[src/sv/spq_pkg.sv]
`default_nettype none
// ----------------------------------------------------------------------------
// spq_pkg
// Shared types and constants of the sorted priority queue: sizes, command
// and status codes, transaction payloads and the per-cell control bundle.
// ----------------------------------------------------------------------------
package spq_pkg;

    localparam int DEPTH   = 16;
    localparam int CNT_W   = $clog2(DEPTH + 1);
    localparam int CAP_W   = 5;
    localparam int DATA_W  = 32;

    localparam logic [CAP_W-1:0] CAP_RESET = CAP_W'(16);

    localparam logic [1:0] CMD_ENQUEUE = 2'd0;
    localparam logic [1:0] CMD_DEQUEUE = 2'd1;
    localparam logic [1:0] CMD_PEEK    = 2'd2;

    localparam logic [1:0] ST_OK    = 2'd0;
    localparam logic [1:0] ST_FULL  = 2'd1;
    localparam logic [1:0] ST_EMPTY = 2'd2;

    typedef struct packed {
        logic [1:0]               command;
        logic [DATA_W-1:0]        element_handle;
        logic signed [DATA_W-1:0] priority_value;
    } req_item_t;

    typedef struct packed {
        logic [DATA_W-1:0] out_handle;
        logic [1:0]        status;
        logic              is_empty;
        logic              is_full;
    } rsp_item_t;

    typedef struct packed {
        logic [DATA_W-1:0]        handle;
        logic signed [DATA_W-1:0] prio;
    } entry_t;

    typedef struct packed {
        logic load_left;
        logic load_new;
        logic load_right;
    } cell_ctrl_t;

endpackage
`default_nettype wire

[src/sv/spq_cell.sv]
`default_nettype none
// ----------------------------------------------------------------------------
// spq_cell
// One slot of the sorted chain: holds an entry, compares it against the
// incoming priority, and loads from its left neighbor, the new entry or its
// right neighbor as told.
// ----------------------------------------------------------------------------
module spq_cell (
    input  wire logic               clk,
    input  wire spq_pkg::cell_ctrl_t ctrl,
    input  wire spq_pkg::entry_t    new_entry,
    input  wire spq_pkg::entry_t    left_entry,
    input  wire spq_pkg::entry_t    right_entry,
    input  wire logic               occupied,
    output spq_pkg::entry_t         entry,
    output logic                    greater
);

    spq_pkg::entry_t entry_reg;
    spq_pkg::entry_t entry_next;

    // Signed compare: held priority strictly above the incoming one.
    assign greater = occupied && (entry_reg.prio > new_entry.prio);
    assign entry   = entry_reg;

    always_comb
    begin
        priority case (1'b1)
            ctrl.load_left:  entry_next = left_entry;
            ctrl.load_new:   entry_next = new_entry;
            ctrl.load_right: entry_next = right_entry;
            default:         entry_next = entry_reg;
        endcase
    end

    always_ff @(posedge clk)
    begin
        entry_reg <= entry_next;
    end

endmodule
`default_nettype wire

[src/sv/sorted_priority_queue_core.sv]
`default_nettype none
// ----------------------------------------------------------------------------
// sorted_priority_queue_core
// Sorted priority queue built as a chain of entry cells with a registered
// response stage.
// ----------------------------------------------------------------------------
// Each request transaction carries a command (enqueue, dequeue, peek), a
// handle and a signed priority, and yields exactly one response transaction
// with the front handle (zero unless a dequeue or peek finds an entry), a
// status code and the empty/full flags after the step. Entries sit in a row
// of DEPTH cells kept sorted ascending; every cell compares its priority
// with the incoming one in parallel, so an enqueue shifts the larger entries
// one cell right and a dequeue shifts the whole row one cell left. A new
// request is taken every cycle while the response register is free or being
// drained. Equal priorities leave in arrival order. The capacity value (cfg
// port, always ready) is saturated to DEPTH when used; write it only while
// the queue is idle.
// ----------------------------------------------------------------------------
module sorted_priority_queue_core (
    input  wire logic                            clk,
    input  wire logic                            rst_n,
    input  wire logic                            req_valid,
    output logic                                 req_ready,
    input  wire spq_pkg::req_item_t              req_data,
    output logic                                 rsp_valid,
    input  wire logic                            rsp_ready,
    output spq_pkg::rsp_item_t                   rsp_data,
    input  wire logic                            cfg_valid,
    output logic                                 cfg_ready,
    input  wire logic [spq_pkg::CAP_W-1:0]       cfg_data
);

    localparam int N = spq_pkg::DEPTH;

    logic [spq_pkg::CAP_W-1:0] cap_reg;
    logic [spq_pkg::CNT_W-1:0] count_reg;
    logic [spq_pkg::CNT_W-1:0] count_next;
    logic [spq_pkg::CNT_W-1:0] eff_cap;
    logic                      rsp_valid_reg;
    spq_pkg::rsp_item_t        rsp_data_reg;
    spq_pkg::rsp_item_t        rsp_data_next;

    spq_pkg::entry_t           new_entry;
    spq_pkg::entry_t           cell_entry [N];
    spq_pkg::cell_ctrl_t       cell_ctrl  [N];
    logic [N-1:0]              gt_vec;
    logic [N-1:0]              occ_vec;
    logic [N-1:0]              load_new_vec;

    logic accept;
    logic full;
    logic enq_go;
    logic deq_go;
    logic front_read;

    // The response register frees up when it is empty or being taken.
    assign req_ready = !rsp_valid_reg || rsp_ready;
    assign accept    = req_valid && req_ready;
    assign cfg_ready = 1'b1;
    assign rsp_valid = rsp_valid_reg;
    assign rsp_data  = rsp_data_reg;

    // Saturate the capacity to the number of cells.
    assign eff_cap = (int'(cap_reg) > N) ? spq_pkg::CNT_W'(N)
                                         : spq_pkg::CNT_W'(cap_reg);
    assign full    = count_reg >= eff_cap;

    assign enq_go     = accept && (req_data.command == spq_pkg::CMD_ENQUEUE) && !full;
    assign deq_go     = accept && (req_data.command == spq_pkg::CMD_DEQUEUE)
                        && (count_reg != '0);
    assign front_read = ((req_data.command == spq_pkg::CMD_DEQUEUE)
                        || (req_data.command == spq_pkg::CMD_PEEK)) && (count_reg != '0);

    assign new_entry.handle = req_data.element_handle;
    assign new_entry.prio   = req_data.priority_value;

    // Cells below the count hold live entries.
    always_comb
    begin
        for (int i = 0; i < N; i++)
        begin
            occ_vec[i] = spq_pkg::CNT_W'(i) < count_reg;
        end
    end

    // Per-cell steering. The greater-than mask is a run of ones at the tail of
    // the occupied cells, so the new entry lands where the run starts, or at
    // the first free cell when no held entry is larger.
    always_comb
    begin
        for (int i = 0; i < N; i++)
        begin
            logic gt_prev;
            gt_prev = (i == 0) ? 1'b0 : gt_vec[(i == 0) ? 0 : i - 1];
            cell_ctrl[i].load_left   = enq_go && gt_prev;
            cell_ctrl[i].load_new    = enq_go && !gt_prev
                                       && (gt_vec[i] || (count_reg == spq_pkg::CNT_W'(i)));
            cell_ctrl[i].load_right  = deq_go && (i < N - 1);
            load_new_vec[i]          = cell_ctrl[i].load_new;
        end
    end

    generate
        for (genvar g = 0; g < N; g++)
        begin : g_cell
            spq_cell u_cell (
                .clk         (clk),
                .ctrl        (cell_ctrl[g]),
                .new_entry   (new_entry),
                .left_entry  (cell_entry[(g == 0) ? 0 : g - 1]),
                .right_entry (cell_entry[(g == N - 1) ? g : g + 1]),
                .occupied    (occ_vec[g]),
                .entry       (cell_entry[g]),
                .greater     (gt_vec[g])
            );
        end
    endgenerate

    // Advance the count and build the response for this transaction.
    always_comb
    begin
        count_next = count_reg;
        if (enq_go)
        begin
            count_next = count_reg + spq_pkg::CNT_W'(1);
        end
        else if (deq_go)
        begin
            count_next = count_reg - spq_pkg::CNT_W'(1);
        end

        rsp_data_next.out_handle = front_read ? cell_entry[0].handle : '0;
        unique case (req_data.command)
            spq_pkg::CMD_ENQUEUE:
                rsp_data_next.status = full ? spq_pkg::ST_FULL : spq_pkg::ST_OK;
            spq_pkg::CMD_DEQUEUE,
            spq_pkg::CMD_PEEK:
                rsp_data_next.status = (count_reg == '0) ? spq_pkg::ST_EMPTY
                                                         : spq_pkg::ST_OK;
            default:
                rsp_data_next.status = spq_pkg::ST_OK;
        endcase
        rsp_data_next.is_empty = (count_next == '0);
        rsp_data_next.is_full  = (count_next >= eff_cap);
    end

    always_ff @(posedge clk or negedge rst_n)
    begin
        if (!rst_n)
        begin
            cap_reg       <= spq_pkg::CAP_RESET;
            count_reg     <= '0;
            rsp_valid_reg <= 1'b0;
        end
        else
        begin
            if (cfg_valid && cfg_ready)
            begin
                cap_reg <= cfg_data;
            end
            if (accept)
            begin
                count_reg     <= count_next;
                rsp_valid_reg <= 1'b1;
            end
            else if (rsp_ready)
            begin
                rsp_valid_reg <= 1'b0;
            end
        end
    end

    // Hold the payload until the response transaction completes.
    always_ff @(posedge clk)
    begin
        if (accept)
        begin
            rsp_data_reg <= rsp_data_next;
        end
    end

    a_count_bound: assert property (@(posedge clk) disable iff (!rst_n)
        int'(count_reg) <= N)
        else $error("entry count above depth");

    a_single_insert: assert property (@(posedge clk) disable iff (!rst_n)
        $onehot0(load_new_vec))
        else $error("new entry loaded into more than one cell");

    a_enq_lands: assert property (@(posedge clk) disable iff (!rst_n)
        enq_go |-> $onehot(load_new_vec))
        else $error("enqueue must land in exactly one cell");

    a_enq_count: assert property (@(posedge clk) disable iff (!rst_n)
        enq_go |=> (count_reg == $past(count_reg) + spq_pkg::CNT_W'(1)))
        else $error("count did not advance on enqueue");

    a_empty_handle: assert property (@(posedge clk) disable iff (!rst_n)
        (rsp_valid && (rsp_data.status == spq_pkg::ST_EMPTY)) |-> (rsp_data.out_handle == '0))
        else $error("empty response carries a handle");

endmodule
`default_nettype wire
[config.mk]
export PLATFORM = sky130hd
export DESIGN_NAME = sorted_priority_queue_core
export DESIGN_NICKNAME = d
export VERILOG_FILES = /design/src/sv/spq_pkg.sv /design/src/sv/spq_cell.sv /design/src/sv/sorted_priority_queue_core.sv
export SDC_FILE = /design/constraint.sdc
export NUM_CORES = 2
export LEC_CHECK = 0
export BUFFER_PORTS_ARGS = -buffer_cell sky130_fd_sc_hd__buf_2
export CORE_UTILIZATION = 45
export DETAILED_ROUTE_END_ITERATION = 6
export HOLD_SLACK_MARGIN = 0.06
export PLACE_DENSITY_LB_ADDON = 0.12
export SLEW_MARGIN = 25
export SYNTH_ARGS = -nofsm -noshare
export SYNTH_HDL_FRONTEND = slang
export SYNTH_SLANG_ARGS = --single-unit
[constraint.sdc]
create_clock -name clk -period 7.25 [get_ports clk]
set_input_delay 1.0875 -clock clk [delete_from_list [all_inputs] [get_ports clk]]
set_output_delay 1.0875 -clock clk [all_outputs]
set_load 0.005 [all_outputs]
---- Word level (Yosys, flattened, before mapping) ----
Cells that the tools add are included.
cells by class
  bitwise logic cells ..................... 0
  order comparisons ....................... 35
  equal/unequal tests ..................... 17
  divide/modulo/power cells ............... 0
  shift operators ......................... 0
  multiplexer cells ....................... 54
  $mul .................................... 0
  add/subtract/negate cells ............... 2
  reductions and logical operators ........ 125
operators with widths
  kind                                                  count
  two-way mux 64 bit                                    46
  > comparator 32 bit                                   16
  logical AND 1 bit                                     68
  nonzero test 3 bit                                    14
  equality test 5 x 4 -> 1 bit (second input constant)  8
  < comparator 4 x 5 -> 1 bit (first input constant)    8
  equality test 5 x 3 -> 1 bit (second input constant)  4
  < comparator 3 x 5 -> 1 bit (first input constant)    4
  logical OR 1 bit                                      18
  zero test 1 bit                                       17
  two-way mux 5 bit                                     3
  equality test 5 x 2 -> 1 bit (second input constant)  2
  >= comparator 5 bit                                   2
  zero test 5 bit                                       2
  < comparator 1 x 5 -> 1 bit (first input constant)    2
  < comparator 2 x 5 -> 1 bit (first input constant)    2
  nonzero test 2 bit                                    3
  adder 5 x 1 -> 5 bit (second input constant)          1
  equality test 5 x 1 -> 1 bit (second input constant)  1
  > comparator 5 bit (second input constant)            1
  nonzero test 5 bit                                    1
  subtractor 5 x 1 -> 5 bit (second input constant)     1
  case mux 2 bit (2 select lines)                       1
  two-way mux 1 bit                                     3
  other kinds (5)                                       5
word-level totals
  bits in registers ....................... 1071
  bits in latches ......................... 0
  memory bits (writable) .................. 0
  memories kept ........................... 0
  memory bits (read-only) ................. 0
  output and inout bits ................... 39
  logic and storage cells ................. 272

---- Logic depth before layout (Yosys ltp) ----
  depth after elaboration ................. 9
  mapped depth ............................ 19
  depth with buffers taken out ............ 16

---- Hierarchy ----
A second synthesis with hierarchy kept.
second synthesis, totals
  cell total of the unflattened synthesis .. 6550
  area, all modules ....................... 67732.5 µm²
by module, submodules not included
  module                           cells an instance  instances  area each (µm²)
  spq_cell (g_cell[0].u_cell ...)  393                13         4063.9
  spq_cell (g_cell[8].u_cell ...)  392                2          4045.1
  spq_cell (g_cell[7].u_cell)      393                1          4060.1
  sorted_priority_queue_core       264                1          2751.4

---- Worst setup path after synthesis ----
OpenSTA, ideal clock, no wires.
  kind .................................... input -> register
  start point ............................. input req_data[13] in the netlist's numbering
  end point ............................... register g_cell[7].u_cell.entry_reg (netlist bit g_cell[7].u_cell.entry[0]), enable pin
  slack ................................... -1584 ps
  arrival time ............................ 8260 ps
  path buffers ............................ 2
  stages .................................. 12
  cell sequence ........................... buf_4 -> clkbuf_1 -> inv_1 -> ha_1 -> nand4_2 -> or4_4 -> a21o_1 -> a31o_1 -> a2111oi_4 -> or2_2 -> nor3b_1 -> o21ai_0
between the ends
  word-level cells in the longest chain between the ends .. 6
ends and longest elaborated chain
  element                                  RTL line                          RTL
  start: declaration                       sorted_priority_queue_core.sv:24  input wire spq_pkg::req_item_t req_data,
  > comparator 32 bit                      spq_cell.sv:23                    assign greater = occupied && (entry_reg.prio > new_entry.prio);
  logical AND 1 bit                        spq_cell.sv:23
  zero test 1 bit                          sorted_priority_queue_core.sv:96  cell_ctrl[i].load_new = enq_go && !gt_prev
  logical AND 1 bit                        sorted_priority_queue_core.sv:96
  logical AND 1 bit                        sorted_priority_queue_core.sv:97  && (gt_vec[i] || (count_reg == spq_pkg::CNT_W'(i)));
  nonzero test 3 bit (no source line) (*)  n/a
  end signal: assignment                   spq_cell.sv:38                    entry_reg <= entry_next;
  end: declaration                         spq_cell.sv:19                    spq_pkg::entry_t entry_reg;
Mark *: on every way between the ends. The rest lies on a longest branch, timed or not.
A chain may end at the register's enable or synchronous reset.

==> run summary <==
The critical path class is input port to register. The area enclosed by the die boundary came out at 0.147 mm^2. In the routed design, unresolved DRC markers number 0.

Across the routed clock network, the largest skew measured is 0.0449 ns. The routed via count came out at 48.5k. Yosys instantiated no cell more often than edfxtp_1.

From synthesis to final layout, the design area changed by 11.1%. The area of the placeable core is 0.144 mm^2. The final total negative setup slack came out at 0 ns. The number of nets at the end of the flow came out at 6409.

The HPWL after detailed placement is 145000 um. The static leakage came out at 27.1 nW. The H-tree level count came out at 4. The mean instance size in the synthesized netlist came out at 11.1 um^2. In the final routed layout, each cell accounts on average for 27.7 um.

The worst-case vdd ir drop is 0.000251 V. The total placed instance area came out at 0.0681 mm^2. The total grt overflow came out at 0. The number of sinks handled by clock tree synthesis came out at 1071. The number of max-capacitance violations reported came out at 0. The cell-internal power is 0.0129 W. The dominant cell type by area after synthesis is edfxtp_1. The post-route worst setup slack came out at 1.46 ns. The clock latency of the later-clocked register in the worst-skew pair is 0.80 ns. The number of nets still failing antenna checks after routing came out at 0. The initial antenna violation count is 11. The sequential share of power came out at 0.436.

Among all stages on the critical path, the largest delay is contributed by nor4_1. The number of hold violations in the final report is 0. The synthesized flop and latch total is 1071. Grouping stages by cell kind, the critical path spends the most delay in simple AND/OR/NAND/NOR gates. Of the post-synthesis cell area, the dominant cell type holds 0.488. The via count of the first global-routing pass is 46.6k. The final worst-path cycle share is 0.799.

The total power divided by cell area is 257 mW/mm^2. The congestion estimate from routability-driven global placement came to 0.934. The logic depth of the worst setup path including buffers is 13. The slack of the worst reg-to-reg path came out at 1.97 ns.

TritonCTS built the clock tree. The category of the worst setup path launch point is an input port. For this configuration, the core starts out at a cell density of 0.454.

The commonest cells after synthesis are 1060 x edfxtp_1, 768 x mux2i_1, 617 x a21oi_1. The wire length of the first global-routing pass came out at 317000 um. For the pin with the worst max-slew slack, the measured transition is 1.17 ns. Of the cells placed in the final design, the portion with a size suffix greater than 1 is 0.108.

The clock transition at the registers of the reported paths is 0.06 ns. The net switching power of the design is 0.00572 W. The worst setup path is captured at a register.

The tree is rooted in a clkbuf_16. Setup repair after global routing left no endpoint under its margin. The highest net fanout along the worst path is 47. Dividing the detail-routed via count by the number of cells gives 6.20.

The number of cells on the worst reg-to-reg path came out at 11. In the synthesized netlist the dominant register cell turns out to be edfxtp_1. The flow ran to the end, and the final reports show no timing, DRC or antenna violations.

For the worst setup path, the data arrival time is 6.31 ns. The worst slack at placement came out at 0.700 ns. The maximum count of clock buffers along a single path came out at 3. Yosys mapped a number of flops with a built-in enable equal to 1060.

The buffers plus inverters on the worst setup path is 3. Of the total power, combinational logic draws 0.197. The number of core rows came out at 139. The number of warnings issued by yosys is 0.

For the worst setup path, the data required time is 7.76 ns. By area the synthesized netlist is led by edfxtp_1 49%, mux2i_1 12%, ha_1 10%. The proportion of total power due to net switching came out at 0.307.

The filler cells instantiated in the layout total 12.9k. For this run, the register share of the synthesized area comes to 0.492. The horizontal extent of the die is 383 um.

The total CTS buffers came out at 131. The worst hold path belongs to the class input port to asynchronous set/reset pin. Counting flops with an async set or reset pin after synthesis yields a share of 0.0103. The top achievable clock speed is 173 MHz. Summed over all layers, the routed wires come to 217000 um. The summed area of non-filler cells in the final layout came out at 0.0725 mm^2. Of the total power, the clock network draws 0.367. Synthesis produced a netlist with a net count of 6466.

In this run the top signal layer used is met5. The final setup violation count is 0. Traced cell by cell, the critical path runs through buf_2, inv_1, ha_1, nand4_1, nor4_1, nand2_1, a2111oi_0, nor3_1, xor2_1, nand3_4, buf_4, nor2_1, a21oi_1. The initial detailed-routing violation count came out at 4874. The hold-fix buffer count after cts came out at 0. The met2 routed wirelength is 97400 um.

Counting I/O delays and the setup requirement, the final critical path takes 5.79 ns. The normalized max-slew margin is 0.219. The die outline height came out at 383 um.

The fraction of the core area covered by cells at the end of the flow is 0.504. The flip-flop count of the largest register after layout is 1024. The post-synth design cell area is 0.0653 mm^2. The final-report max-slew violation count is 0. For this run, the detailed router's first-pass iteration total came to 6.

The count of buffers from port buffering came out at 113. The number of top-level pins is 115. The post-CTS resize count came out at 0. Detailed routing placed a total of 17400 um of wire on met3. The synthesized netlist contains 83 unique library cells. The number of instances in the synthesized netlist is 5860. Entering global routing, the biggest net connects 129 pins. The wire length the detailed router placed on met1 is 95900 um. The post-CTS setup-driven buffer insertion count is 0. The delay of the slowest critical-path stage came out at 0.88 ns. The global-route usage over all layers came out at 0.292.
## through the flow
stage	instances	power, W	hold WS (ns)
final	7816	0.0187	0.186
after global routing	7812	0.0193	0.172
after CTS	7810	0.0187	0.149
after detailed placement	7573	0.0118	0.524
after global placement	7572	0.0118	0.507
after floorplan	5860	0.0104	0.473
## final cells by class
| class | count | area [um^2] | area share |
|---|---|---|---|
| Inverter | 85 | 319 | 0.00440 |
| Multi-Input combinational cell | 4242 | 31000 | 0.427 |
| Timing Repair Buffer | 272 | 2310 | 0.0318 |
| Clock inverter | 79 | 953 | 0.0132 |
| Sequential cell | 1071 | 32100 | 0.443 |
| Tap cell | 1903 | 2380 | 0.0328 |
| Antenna cell | 6 | 15.0 | 0.000207 |
| Clock buffer | 158 | 3440 | 0.0475 |
## cells in the final DEF, fill, tap and decap left out, drive strengths merged, types with 29 or more instances in the layout
| cell type | count |
|---|---|
| ha | 530 |
| nand2 | 443 |
| mux2 | 103 |
| o211ai | 29 |
| edfxtp | 1060 |
| inv | 91 |
| a21o | 98 |
| mux2i | 768 |
| o21ai | 426 |
| and3 | 110 |
| nor2 | 512 |
| clkbuf | 158 |
| nand4 | 87 |
| nand3 | 46 |
| a221o | 131 |
| clkinv | 49 |
| and2 | 72 |
| a21oi | 617 |
| buf | 272 |
## power by group through the flow
| stage | registers [W] | logic (W) | clock network (W) |
|---|---|---|---|
| finish | 0.00814 | 0.00367 | 0.00685 |
| floorplan | 0.00808 | 0.00232 | 0 |
| CTS | 0.00812 | 0.00361 | 0.00695 |
| global placement | 0.00824 | 0.00351 | 0 |
| detailed placement | 0.00824 | 0.00360 | 0 |
| global route | 0.00819 | 0.00396 | 0.00715 |
## final timing paths
path | end | start
hold reg to reg | g_cell[1].u_cell.entry[43]$_DFFE_PP_ | g_cell[0].u_cell.entry[43]$_DFFE_PP_
min in group clk | rsp_valid$_DFFE_PN0P_ | req_valid
max in group asynchronous | cap_reg[4]$_DFFE_PN1P_ | rst_n
setup reg to reg | g_cell[4].u_cell.entry[55]$_DFFE_PP_ | count_reg[0]$_DFFE_PN0P_
setup / recovery | g_cell[13].u_cell.entry[27]$_DFFE_PP_ | req_data[31]
hold / removal | rsp_valid$_DFFE_PN0P_ | rst_n
## metal layers
metal  track usage  vias to the layer above
met5             0                        -
met4        0.0871                        4
met3        0.0514                      335
met2         0.457                     2031
met1         0.412                    24100
li1              -                    22000
## cell families (layout without fill, tap and decap cells)
logic type,after synthesis,after routing,synth area share
AO/OA/AOI/OAI,1417,1417,0.130
XOR/XNOR,11,11,0.00148
adder cells (fa/ha/maj),530,530,0.102
buffers and inverters,547,594,0.0410
flip-flops,1071,1071,0.492
multiplexers,871,871,0.136
other,1,7,0.0000574
AND/OR/NAND/NOR,1412,1412,0.0988
## worst register-to-register path: stages, from the launching register on
cell	delay, ns
dfrtp_1	0.67
inv_1	0.35
ha_1	0.37
nand2b_1	0.14
a21o_1	0.17
a21o_1	0.17
a21oi_1	0.48
o2111a_4	0.89
o221a_4	0.67
inv_1	0.16
nand3_4	0.11
buf_4	0.64
No activity file was read; power rests on OpenSTA's default activity.
